**src/rtl/core/swe_pkg.sv**
```systemverilog
package swe_pkg;

   // default build sizes
   localparam int WINDOW_MAX_DEFAULT  = 64;
   localparam int SAMPLE_BITS_DEFAULT = 16;

   // configuration register map
   localparam int CSR_INDEX_BITS = 1;
   localparam int CSR_DATA_BITS  = 7;
   localparam logic [CSR_INDEX_BITS-1:0] CSR_WINDOW_SIZE = 1'b0;
   localparam logic [CSR_INDEX_BITS-1:0] CSR_MODE        = 1'b1;

   // reset value of the window size configuration register
   localparam logic [CSR_DATA_BITS-1:0] WINDOW_SIZE_RESET = 7'd1;

   // command broadcast to every cell of the deque row
   typedef struct packed {
      logic clear;     // restart: the row is empty before this sample goes in
      logic pop;       // front entry has left the window, row shifts toward cell 0
      logic append;    // sample is taken in this cycle
      logic min_mode;  // 1 tracks minimum, 0 tracks maximum
   } cell_cmd_type;

endpackage

```
**src/rtl/core/swe_cell.sv**
```systemverilog
module swe_cell #(
   parameter int SAMPLE_BITS = 16,
   parameter int POS_BITS    = 7
) (
   input  logic                   clock,
   input  logic                   reset,
   input  swe_pkg::cell_cmd_type  cmd,
   input  logic [SAMPLE_BITS-1:0] new_value,
   input  logic [POS_BITS-1:0]    new_pos,
   // neighbor toward the back of the deque
   input  logic                   up_valid,
   input  logic [SAMPLE_BITS-1:0] up_value,
   input  logic [POS_BITS-1:0]    up_pos,
   // neighbor toward the front keeps its entry
   input  logic                   prev_keep,
   output logic                   keep,
   // stored entry
   output logic                   valid,
   output logic [SAMPLE_BITS-1:0] value,
   output logic [POS_BITS-1:0]    pos
);
   import swe_pkg::*;

   logic                   valid_ff, valid_in;
   logic [SAMPLE_BITS-1:0] value_ff, value_in;
   logic [POS_BITS-1:0]    pos_ff, pos_in;

   logic                   src_valid;
   logic [SAMPLE_BITS-1:0] src_value;
   logic [POS_BITS-1:0]    src_pos;
   logic                   dominated;

   // entry seen by this cell after an optional shift from the back neighbor
   always_comb begin
      src_valid = cmd.pop ? up_valid : valid_ff;
      src_value = cmd.pop ? up_value : value_ff;
      src_pos   = cmd.pop ? up_pos   : pos_ff;
      if (cmd.clear) begin
         src_valid = 1'b0;
      end
   end

   // the new sample makes this entry useless: newer equal values win
   always_comb begin
      if (cmd.min_mode) begin
         dominated = $signed(src_value) >= $signed(new_value);
      end else begin
         dominated = $signed(src_value) <= $signed(new_value);
      end
   end

   assign keep = src_valid && !(cmd.append && dominated);

   // first free slot behind the surviving entries takes the sample
   always_comb begin
      valid_in = keep;
      value_in = src_value;
      pos_in   = src_pos;
      if (cmd.append && prev_keep && !keep) begin
         valid_in = 1'b1;
         value_in = new_value;
         pos_in   = new_pos;
      end
   end

   always_ff @(posedge clock) begin
      if (reset) begin
         valid_ff <= 1'b0;
      end else begin
         valid_ff <= valid_in;
      end
      value_ff <= value_in;
      pos_ff   <= pos_in;
   end

   assign valid = valid_ff;
   assign value = value_ff;
   assign pos   = pos_ff;

endmodule

```
**src/rtl/core/sliding_window_extreme.sv**
```systemverilog
// Running maximum (mode 0) or minimum (mode 1) over the last window_size
// samples, window_size from 1 to WINDOW_MAX (0 acts as 1, larger values as
// WINDOW_MAX). The deque lives in a row of WINDOW_MAX cells, front in cell 0;
// each cell compares its entry with the incoming sample in parallel, so one
// sample completes per clock. A sample whose arrival expires more than one
// front entry at once (only after window_size was lowered) waits while the
// further expired entries are popped one at a time, since expiry is checked
// on cells 0 and 1 only. A sample is held in an input register and the result
// in an output register, so a sample can be taken while the previous result
// waits; a sample is worked from the input register once the output register
// is free, and its result is valid from the edge that appends it to the row.
// A waiting result holds the row, and so the next sample, until its transfer.
// tuser on the request marks a restart: the deque, the fill count and the
// position are cleared before that sample. A result is given once window_size
// samples have arrived since the last restart. Write configuration only while idle.
module sliding_window_extreme #(
   parameter int WINDOW_MAX  = swe_pkg::WINDOW_MAX_DEFAULT,
   parameter int SAMPLE_BITS = swe_pkg::SAMPLE_BITS_DEFAULT
) (
   input  logic                                    clock,
   input  logic                                    reset,
   // request channel
   input  logic                                    req_tvalid,
   output logic                                    req_tready,
   input  logic [((SAMPLE_BITS+7)/8)*8-1:0]        req_tdata,   // sample
   input  logic                                    req_tuser,   // restart
   // result channel
   output logic                                    rsp_tvalid,
   input  logic                                    rsp_tready,
   output logic [((SAMPLE_BITS+7)/8)*8-1:0]        rsp_tdata,   // extreme
   // configuration writes
   input  logic                                    csr_we,
   input  logic [swe_pkg::CSR_INDEX_BITS-1:0]      csr_index,
   input  logic [swe_pkg::CSR_DATA_BITS-1:0]       csr_wdata
);
   import swe_pkg::*;

   localparam int DATA_BITS = ((SAMPLE_BITS + 7) / 8) * 8;
   localparam int POS_MOD   = 2 * WINDOW_MAX;
   localparam int POS_BITS  = $clog2(POS_MOD);
   localparam int WIN_BITS  = $clog2(WINDOW_MAX + 1);

   // configuration
   logic [CSR_DATA_BITS-1:0] window_size_ff, window_size_in;
   logic                     mode_ff, mode_in;

   // held sample
   logic                   hold_valid_ff, hold_valid_in;
   logic [SAMPLE_BITS-1:0] hold_sample_ff, hold_sample_in;
   logic                   hold_restart_ff, hold_restart_in;

   // sequence state
   logic [POS_BITS-1:0] pos_ff, pos_in;
   logic [WIN_BITS-1:0] fill_ff, fill_in;
   logic                rsp_valid_ff, rsp_valid_in;

   // cell row
   logic                   cell_valid [WINDOW_MAX:0];
   logic [SAMPLE_BITS-1:0] cell_value [WINDOW_MAX:0];
   logic [POS_BITS-1:0]    cell_pos   [WINDOW_MAX:0];
   logic                   cell_keep  [WINDOW_MAX:0];
   cell_cmd_type           cmd;

   logic [WIN_BITS-1:0] win_eff;
   logic [POS_BITS-1:0] item_pos;
   logic [POS_BITS-1:0] age0, age1;
   logic                exp0, exp1;
   logic                out_free, step, pop_only, finish;
   logic [WIN_BITS-1:0] fill_nxt;
   logic                emit;

   // distance from an entry's position to the current one, modulo POS_MOD
   function automatic logic [POS_BITS-1:0] age_of(input logic [POS_BITS-1:0] now,
                                                  input logic [POS_BITS-1:0] then_pos);
      logic [POS_BITS:0] sum;
      begin
         if (now >= then_pos) begin
            sum = {1'b0, now} - {1'b0, then_pos};
         end else begin
            sum = {1'b0, now} + (POS_BITS+1)'(POS_MOD) - {1'b0, then_pos};
         end
         return sum[POS_BITS-1:0];
      end
   endfunction

   // configuration writes
   always_comb begin
      window_size_in = window_size_ff;
      mode_in        = mode_ff;
      if (csr_we) begin
         case (csr_index)
            CSR_WINDOW_SIZE: window_size_in = csr_wdata;
            CSR_MODE:        mode_in        = csr_wdata[0];
            default: ;
         endcase
      end
   end

   // effective window length
   always_comb begin
      if (window_size_ff == '0) begin
         win_eff = WIN_BITS'(1);
      end else if (32'(window_size_ff) > WINDOW_MAX) begin
         win_eff = WIN_BITS'(WINDOW_MAX);
      end else begin
         win_eff = WIN_BITS'(window_size_ff);
      end
   end

   // front expiry on the first two cells
   assign item_pos = hold_restart_ff ? '0 : pos_ff;
   assign age0     = age_of(item_pos, cell_pos[0]);
   assign age1     = age_of(item_pos, cell_pos[1]);
   assign exp0     = cell_valid[0] && (32'(age0) >= 32'(win_eff));
   assign exp1     = cell_valid[1] && (32'(age1) >= 32'(win_eff));

   // sequencing: the row moves only when the result slot is free
   assign out_free = !rsp_valid_ff || rsp_tready;
   assign step     = hold_valid_ff && out_free;
   assign pop_only = step && !hold_restart_ff && exp0 && exp1;
   assign finish   = step && !pop_only;

   always_comb begin
      cmd.clear    = finish && hold_restart_ff;
      cmd.pop      = step && !hold_restart_ff && exp0;
      cmd.append   = finish;
      cmd.min_mode = mode_ff;
   end

   assign req_tready = !hold_valid_ff || finish;

   // input holding register
   always_comb begin
      hold_valid_in   = hold_valid_ff && !finish;
      hold_sample_in  = hold_sample_ff;
      hold_restart_in = hold_restart_ff;
      if (req_tvalid && req_tready) begin
         hold_valid_in   = 1'b1;
         hold_sample_in  = req_tdata[SAMPLE_BITS-1:0];
         hold_restart_in = req_tuser;
      end
   end

   // fill count, position and result decision
   always_comb begin
      if (hold_restart_ff) begin
         fill_nxt = WIN_BITS'(1);
      end else if (32'(fill_ff) >= WINDOW_MAX) begin
         fill_nxt = fill_ff;
      end else begin
         fill_nxt = fill_ff + WIN_BITS'(1);
      end
      emit = 32'(fill_nxt) >= 32'(win_eff);

      fill_in      = fill_ff;
      pos_in       = pos_ff;
      rsp_valid_in = rsp_valid_ff && !rsp_tready;
      if (finish) begin
         fill_in      = fill_nxt;
         pos_in       = (32'(item_pos) == POS_MOD - 1) ? '0 : item_pos + POS_BITS'(1);
         rsp_valid_in = emit;
      end
   end

   always_ff @(posedge clock) begin
      if (reset) begin
         window_size_ff <= WINDOW_SIZE_RESET;
         mode_ff        <= 1'b0;
         hold_valid_ff  <= 1'b0;
         pos_ff         <= '0;
         fill_ff        <= '0;
         rsp_valid_ff   <= 1'b0;
      end else begin
         window_size_ff <= window_size_in;
         mode_ff        <= mode_in;
         hold_valid_ff  <= hold_valid_in;
         pos_ff         <= pos_in;
         fill_ff        <= fill_in;
         rsp_valid_ff   <= rsp_valid_in;
      end
      hold_sample_ff  <= hold_sample_in;
      hold_restart_ff <= hold_restart_in;
   end

   // row of deque cells, front at cell 0, empty terminator past the end
   assign cell_valid[WINDOW_MAX] = 1'b0;
   assign cell_value[WINDOW_MAX] = '0;
   assign cell_pos[WINDOW_MAX]   = '0;
   assign cell_keep[0]           = 1'b1;

   for (genvar i = 0; i < WINDOW_MAX; i++) begin : g_cell
      swe_cell #(
         .SAMPLE_BITS (SAMPLE_BITS),
         .POS_BITS    (POS_BITS)
      ) u_cell (
         .clock     (clock),
         .reset     (reset),
         .cmd       (cmd),
         .new_value (hold_sample_ff),
         .new_pos   (item_pos),
         .up_valid  (cell_valid[i+1]),
         .up_value  (cell_value[i+1]),
         .up_pos    (cell_pos[i+1]),
         .prev_keep (cell_keep[i]),
         .keep      (cell_keep[i+1]),
         .valid     (cell_valid[i]),
         .value     (cell_value[i]),
         .pos       (cell_pos[i])
      );
   end

   // the front cell holds the extreme until the next step, which waits for the transfer
   assign rsp_tvalid = rsp_valid_ff;
   assign rsp_tdata  = DATA_BITS'(cell_value[0]);

endmodule

```
**config.mk**
```make
export PLATFORM = sky130hd
export DESIGN_NAME = sliding_window_extreme
export DESIGN_NICKNAME = d
export VERILOG_FILES = /design/src/rtl/core/swe_pkg.sv /design/src/rtl/core/swe_cell.sv /design/src/rtl/core/sliding_window_extreme.sv
export SDC_FILE = /design/constraint.sdc
export NUM_CORES = 2
export LEC_CHECK = 0
export ABC_AREA = 1
export BUFFER_PORTS_ARGS = -buffer_cell sky130_fd_sc_hd__buf_4
export CAP_MARGIN = 20
export CORE_UTILIZATION = 65
export DETAILED_ROUTE_END_ITERATION = 16
export PLACE_DENSITY = 0.81
export SYNTH_ARGS = -nofsm -noshare
export SYNTH_HDL_FRONTEND = slang
export SYNTH_SLANG_ARGS = --single-unit
```
**constraint.sdc**
```tcl
create_clock -name clock -period 8.6 [get_ports clock]
set_input_delay 0.86 -clock clock [delete_from_list [all_inputs] [get_ports clock]]
set_output_delay 0.86 -clock clock [all_outputs]
set_load 0.05 [all_outputs]
```
Word level (Yosys, flattened, before mapping)
Cells that the tools add are included.
{ "op_classes": {"n_addsub": 7, "n_eq_ne": 1, "order_cmp": 135, "mux": 522, "bitwise": 1, "reduce_logical": 469} }
{ "ops": {"columns": ["operator", "n"], "rows": [
  ["two-way mux 16 bit", 128],
  ["greater-or-equal comparator 16 bit", 64],
  ["less-or-equal comparator 16 bit", 64],
  ["two-way mux 7 bit", 136],
  ["logical AND 1 bit", 266],
  ["two-way mux 1 bit", 258],
  ["zero test 1 bit", 134],
  ["nonzero test 2 bit", 64],
  ["greater-or-equal comparator 7 bit", 5],
  ["subtractor 7 bit", 4],
  ["adder 7 x 1 -> 7 bit (second input constant)", 3],
  ["== test 7 bit (second input constant)", 1],
  ["greater-or-equal comparator 7 bit (second input constant)", 1],
  ["greater-than comparator 7 bit (second input constant)", 1],
  ["zero test 7 bit", 1],
  ["AND reduction 2 bit", 2],
  ["logical OR 1 bit", 2],
  ["inverter 1 bit", 1]
]} }
{ "word_totals": {"in_bits": 30, "regBits": 1577, "output_inout_bits": 18, "elab_cells": 1335} }

Depth between registers and ports, before layout
{ "depth": {"word_depth": 16, "ltp_mapped": 43, "mapped_depth_nobuf": 38} }

Hierarchy
Synthesis repeated with hierarchy kept, for this count alone.
{ "hier_totals": {"hier_cells": 15654, "hier_area_um2": 108185.0} }
{ "by_module_without_submodules": {"columns": ["mod", "instances", "seq_area_each_um2", "cells_per_inst", "area_per_inst_um2"], "rows": [
  ["swe_cell at g_cell[15].u_cell ...", 34, 550.5, 239, 1645.3],
  ["swe_cell at g_cell[52].u_cell ...", 17, 550.5, 237, 1639.1],
  ["swe_cell at g_cell[0].u_cell ...", 12, 550.5, 239, 1652.8],
  ["sliding_window_extreme", 1, 991.0, 384, 2906.5],
  ["swe_cell at g_cell[14].u_cell", 1, 550.5, 247, 1639.1]
]} }

Worst setup path after synthesis
OpenSTA, ideal clock, no wires.
{ "synth_path": {"path_type": "register to register", "startpoint": "register hold_restart_ff", "endpoint": "register g_cell[8].u_cell.pos_ff[0] (enable)", "arrival_time_ns": 5.728, "n_path_buf": 7, "setup_ns": 0.323, "setup_slack_ns": 2.549, "path_stages_with_launch": 32, "synth_period_minus_slack_ns": 6.051, "required_time_ns": 8.277, "path_cell_list": "edfxtp_1 -> buf_2 -> nor2_1 -> clkbuf_1 -> fa_1 -> a21oi_1 -> o21ai_0 -> a21o_1 -> a21oi_1 -> xor2_1 -> ha_1 -> a21o_1 -> nor2_2 -> nand3_4 -> nand2_4 -> buf_2 -> inv_1 -> buf_4 -> buf_4 -> clkbuf_1 -> nand2_1 -> o21ai_0 -> ha_1 -> nand2_1 -> nor4_1 -> nand2_1 -> nand3_1 -> nand3_1 -> nor3_2 -> nand2_1 -> buf_2 -> nand2_1"} }
{ "synth_via": {"elab_chain_len": 16} }
{ "synth_lines": {"columns": ["element", "line_no", "text"], "rows": [
  ["start: declaration", "sliding_window_extreme.sv:50", "logic hold_restart_ff, hold_restart_in;"],
  ["start signal: assignment", "sliding_window_extreme.sv:182", "hold_restart_ff <= hold_restart_in;"],
  ["two-way mux 7 bit *", "sliding_window_extreme.sv:111", "assign item_pos = hold_restart_ff ? '0 : pos_ff;"],
  ["net g_cell[0].u_cell.new_pos[1]", "swe_cell.sv:9", "input logic [POS_BITS-1:0] new_pos,"],
  ["adder 7 x 1 -> 7 bit", "sliding_window_extreme.sv:80", "sum = {1'b0, now} + (POS_BITS+1)'(POS_MOD) - {1'b0, then_pos};"],
  ["subtractor 7 bit", "sliding_window_extreme.sv:80", null],
  ["two-way mux 7 bit", "sliding_window_extreme.sv:77", "if (now >= then_pos) begin"],
  ["greater-or-equal comparator 7 bit", "sliding_window_extreme.sv:114", "assign exp0 = cell_valid[0] && (32'(age0) >= 32'(win_eff));"],
  ["logical AND 1 bit", "sliding_window_extreme.sv:114", null],
  ["logical AND 1 bit", "sliding_window_extreme.sv:120, sliding_window_extreme.sv:125", null],
  ["two-way mux 16 bit / logical AND 1 bit (equally long branches)", "swe_cell.sv:36, sliding_window_extreme.sv:120", null],
  ["less-or-equal comparator 16 bit (tied with other cells)", "swe_cell.sv:48", "dominated = $signed(src_value) <= $signed(new_value);"],
  ["two-way mux 1 bit / logical AND 1 bit (equally long branches)", "swe_cell.sv:45, sliding_window_extreme.sv:121", null],
  ["logical AND 1 bit, on equally long branches", "swe_cell.sv:52, sliding_window_extreme.sv:124", null],
  ["zero test 1 bit / two-way mux 1 bit (equally long branches)", "swe_cell.sv:52, swe_cell.sv:38", null],
  ["logical AND 1 bit", "swe_cell.sv:52", "assign keep = src_valid && !(cmd.append && dominated);"],
  ["logical AND 1 bit / zero test 1 bit (equally long branches)", "swe_cell.sv:59", "if (cmd.append && prev_keep && !keep) begin"],
  ["logical AND 1 bit", "swe_cell.sv:59", null],
  ["nonzero test 2 bit (no line) *", null, null],
  ["end signal: assignment", "swe_cell.sv:73", "pos_ff <= pos_in;"],
  ["end: declaration", "swe_cell.sv:26", "logic [POS_BITS-1:0] pos_ff, pos_in;"]
]} }
The timed path passes the listed nets; every way through them passes the cells marked *.
A chain may end at the register's enable or synchronous reset.

Worst setup path in the final report
{ "layout_path": {"startpoint": "register hold_restart_ff", "endpoint": "register g_cell[1].u_cell.pos_ff[0] (enable)"} }
{ "layout_via": {"elab_chain_len": 16} }
{ "layout_lines": {"columns": ["element", "line_no"], "rows": [
  ["two-way mux 7 bit", "sliding_window_extreme.sv:111"],
  ["adder 7 x 1 -> 7 bit", "sliding_window_extreme.sv:80"],
  ["subtractor 7 bit", "sliding_window_extreme.sv:80"],
  ["two-way mux 7 bit", "sliding_window_extreme.sv:77"],
  ["greater-or-equal comparator 7 bit", "sliding_window_extreme.sv:114"],
  ["logical AND 1 bit", "sliding_window_extreme.sv:114"],
  ["logical AND 1 bit", "sliding_window_extreme.sv:120, sliding_window_extreme.sv:125"],
  ["two-way mux 16 bit / logical AND 1 bit (equally long branches)", "swe_cell.sv:36, sliding_window_extreme.sv:120"],
  ["less-or-equal comparator 16 bit (tied with other cells)", "swe_cell.sv:48"],
  ["two-way mux 1 bit / logical AND 1 bit (equally long branches)", "swe_cell.sv:45, sliding_window_extreme.sv:121"],
  ["logical AND 1 bit, on equally long branches", "swe_cell.sv:52, sliding_window_extreme.sv:124"],
  ["zero test 1 bit / two-way mux 1 bit (equally long branches)", "swe_cell.sv:52, swe_cell.sv:38"],
  ["logical AND 1 bit", "swe_cell.sv:52"],
  ["logical AND 1 bit / zero test 1 bit (equally long branches)", "swe_cell.sv:59"],
  ["logical AND 1 bit", "swe_cell.sv:59"],
  ["nonzero test 2 bit (no line) *", null],
  ["end signal: assignment", "swe_cell.sv:73"],
  ["end: declaration", "swe_cell.sv:26"]
]} }
Mark *: on every way between the ends. The rest lies on a longest branch, timed or not.

==> results by group <==
Worst hold path
  • Hold Crit Depth: 1
  • Class of the most critical hold timing path: input port to flip-flop

Route
  • Routed length per placed instance: 21.5 µm
  • First DRT Iteration DRCs: 11600
  • Via density: 6.15
  • Detailed-routing iteration count for the pre-antenna-repair pass: 7
  • Drc violations: 0
  • Via count: 98100
  • Final antenna-violating net count: 0
  • Detailed Route WL: 343000 µm

Setup path
  • Crit-path max cell delay: 0.72 ns
  • Cell count of the worst reg-to-reg path: 27
  • Slowest cell on crit path: sky130_fd_sc_hd__nand2_1
  • Crit-path max FO: 56
  • Worst endpoint required time: 9.06 ns
  • CP Launch Type: flip-flop
  • CP dominant cell by count: sky130_fd_sc_hd__nand2_1
  • Startpoint-to-endpoint class of the critical path: flip-flop to flip-flop
  • Critical Path Sink Type: flip-flop
  • Worst endpoint data arrival time: 8.56 ns
  • Worst-case register-to-register setup slack: 0.50 ns

STA
  • Number of pins exceeding their max-slew limit in the final report: 0
  • Post-layout worst setup margin: 0.501 ns
  • Setup_tns: 0 ns
  • Max Freq: 123 MHz
  • Worst clock skew on the final layout: 0.0362 ns
  • Period Utilization, post-route: 94.2%
  • Slew at the pin closest to its max-slew limit: 1.27 ns
  • Finish-stage setup viols: 0
  • Worst slew margin relative to its limit: 15.6%
  • Hold violation total from the final report: 0
  • Min Tclk post-route: 8.10 ns
  • Setup repair after global routing missed its margin: no

Floorplan
  • DIE AREA: 154000 µm²
  • Standard-cell row count: 143
  • Y dimension of the die: 393 µm
  • Width of the die: 393 µm
  • Initial cell density of the core: 65.4%
  • Core outline area: 152000 µm²
  • Count of boundary I/O pins: 48

Yosys
  • Synth cell types: 39
  • Fraction of registers with async set or reset after synthesis: 0%
  • Post-Syn Instances: 14200
  • Post-synthesis net count: 15200
  • Number of synthesized register bits: 1577
  • Syn Std Cell Area: 99300 µm²
  • Number of flops mapped to enable cells by yosys: 465
  • Top_reg_cell synth: sky130_fd_sc_hd__dfxtp_1
  • Warning count from the yosys run: 0
  • Mean post-synth cell area: 7.01 µm²
  • Sequential-to-total area share from yosys stat: 36.5%

Placement
  • Placed wire-length estimate: 211000 µm
  • Post-Place Worst Slack: 0.320 ns
  • RePlAce Congestion: 0.935
  • Number of input and output port buffers inserted: 47

Cells and area
  • Area growth from synthesis to layout: 7.33%
  • Final net count: 14900
  • Multi-input logic area: 56100 µm²
  • Layout filler cell count: 12700
  • Layout cells sized above 1: 5.51%
  • Sequential Area: 36200 µm²

GRT
  • Layer carrying the most global-route usage: met2
  • Fraction of met2 tracks used by global routing: 66.2%
  • Global router's overall resource usage: 43.4%
  • Vias in the first global route: 91300
  • Total gr overflow: 0
  • Wire length of the first global-routing pass: 517000 µm
  • Largest net degree at the start of global routing: 185
  • Met1 Use GR: 55.7%
  • GR met3 Demand/Resource: 9.30%
  • Number of antenna violations at the first check in global routing: 5

Power and ir drop
  • Largest vdd supply drop: 225 µV
  • Power Dens Cells: 298 nW/µm²
  • Switching Power: 12.8 mW
  • Seq pwr share: 35.7%
  • Cell-internal power: 19.0 mW
  • Leakage power figure: 53.8 nW
  • Fraction of power consumed by combinational cells: 40.1%
  • Fraction of power spent switching nets: 40.2%
  • Clk pwr share: 24.2%

Run status
  • Result of the run: finished, final reports clean

Flow run
  • Max-cap violations: 0

CTS
  • Clock sinks: 1577
  • Clock-pin slew on the worst setup and hold paths: 0.06 ns
  • Longest Clk Path Bufs: 3
  • Root Buffer Master: sky130_fd_sc_hd__clkbuf_16
  • Clock latency at the later pin of the worst-skew pair: 0.82 ns
  • Clock tree from TritonCTS: done
  • Number of buffers inserted during clock tree synthesis: 174
  • Number of H-tree levels: 4
==> metrics by stage <==
stage	std cells	area (µm²)	total power, mW	hold WS [ns]	util, %
after floorplan	14200	99300	20.3	0.444	-
after global placement	15600	101000	23.1	0.453	66.2
after detailed placement	15600	101000	23.7	0.468	66.2
after CTS	15900	106000	31.4	0.207	70.1
after global routing	15900	107000	34.0	0.218	70.2
final	16000	107000	31.8	0.232	70.2
==> path summary, 6_finish.rpt <==
path | start | endpoint
max | hold_restart_ff | g_cell[1].u_cell.pos[0]
min | req_tuser | hold_restart_ff
max reg2reg | hold_restart_ff | g_cell[1].u_cell.pos[0]
min reg2reg | pos_ff[4] | pos_ff[4]
==> state kept, by name, summed over array words and instances, names as in the netlist, 7 cells and up <==
register / cells
fill_ff: 7
g_cell.u_cell.pos: 448
hold_sample_ff: 16
g_cell.u_cell.valid: 64
g_cell.u_cell.value: 1024
pos_ff: 7
window_size_ff: 7
==> synth_stat cells (all sizes together) (50+ instances only) <==
cell type  count  area share, %
nand2       5769             22
nand3       1780            9.0
dfxtp       1112             22
ha          1058             13
o21ai        951            4.8
inv          931            3.5
a21oi        587            3.0
clkbuf       478            1.8
edfxtp       465             14
buf          367            1.9
nor2         258           0.99
nor3          80            1.0
or2           66           0.42
nor4          59           0.37
o21a          54           0.41
xnor2         50           0.44
==> critical path, delay by kind of cell, from the launching register on <==
kind | cells | cell delay (ns)
AO/OA/AOI/OAI | 6 | 1.04
flip-flops | 1 | 0.71
adder cells (fa/ha/maj) | 3 | 1.07
XOR/XNOR | 1 | 0.18
AND/OR/NAND/NOR | 13 | 3.28
buffers and inverters | 4 | 1.41
==> repair_timing <==
item | in CTS | in global routing
hold buffers | 0 | 0
buffers inserted | 0 | 4
setup endpoints to repair | 0 | 430
gates resized for setup | 0 | 53
==> metal layers <==
| metal | up-vias | share of wire (%) |
|---|---|---|
| met4 | 4 | 7.5 |
| met2 | 6206 | 43 |
| met3 | 1598 | 13 |
| li1 | 45700 | - |
| met5 | - | 0.0079 |
| met1 | 44600 | 37 |
==> kinds of logic (layout without fill, tap and decap cells) <==
family	count (synthesis)	after routing	synth area share (%)
compound gates	1623	1623	8.41
xor+xnor	76	76	0.671
fa+ha+maj	1060	1060	13.4
buf+inv	1778	1540	7.26
flops	1577	1577	36.5
other cells	0	7	0
simple gates	8038	8042	33.8
==> placed cells by master, fill, tap and decap left out, types with 251 or more instances in the layout <==
cell type	n
sky130_fd_sc_hd__nand3_1	1779
sky130_fd_sc_hd__nand2_1	5717
sky130_fd_sc_hd__ha_1	1058
sky130_fd_sc_hd__o21ai_0	950
sky130_fd_sc_hd__edfxtp_1	465
sky130_fd_sc_hd__buf_4	258
sky130_fd_sc_hd__a21oi_1	586
sky130_fd_sc_hd__dfxtp_1	1111
sky130_fd_sc_hd__inv_1	911
sky130_fd_sc_hd__nor2_1	251
==> power groups by stage <==
| stage | registers [mW] | logic, mW | clock network (mW) |
|---|---|---|---|
| final | 11.3 | 12.8 | 7.69 |
| after global routing | 11.5 | 14.5 | 7.99 |
| after CTS | 11.3 | 12.4 | 7.68 |
| after detailed placement | 11.4 | 12.3 | 0 |
| after global placement | 11.4 | 11.7 | 0 |
| after floorplan | 10.9 | 9.43 | 0 |
==> layout make-up <==
cell class / count / area share (%)
diodes: 7 / 0.0164
multi-input cells: 10800 / 52.6
clock inverters: 90 / 0.891
flip-flops and latches: 1577 / 34.0
clock buffers: 239 / 4.55
well taps: 2030 / 2.38
inverters: 933 / 3.34
repair buffers: 278 / 2.19
Power figures use the tool's default switching activity.
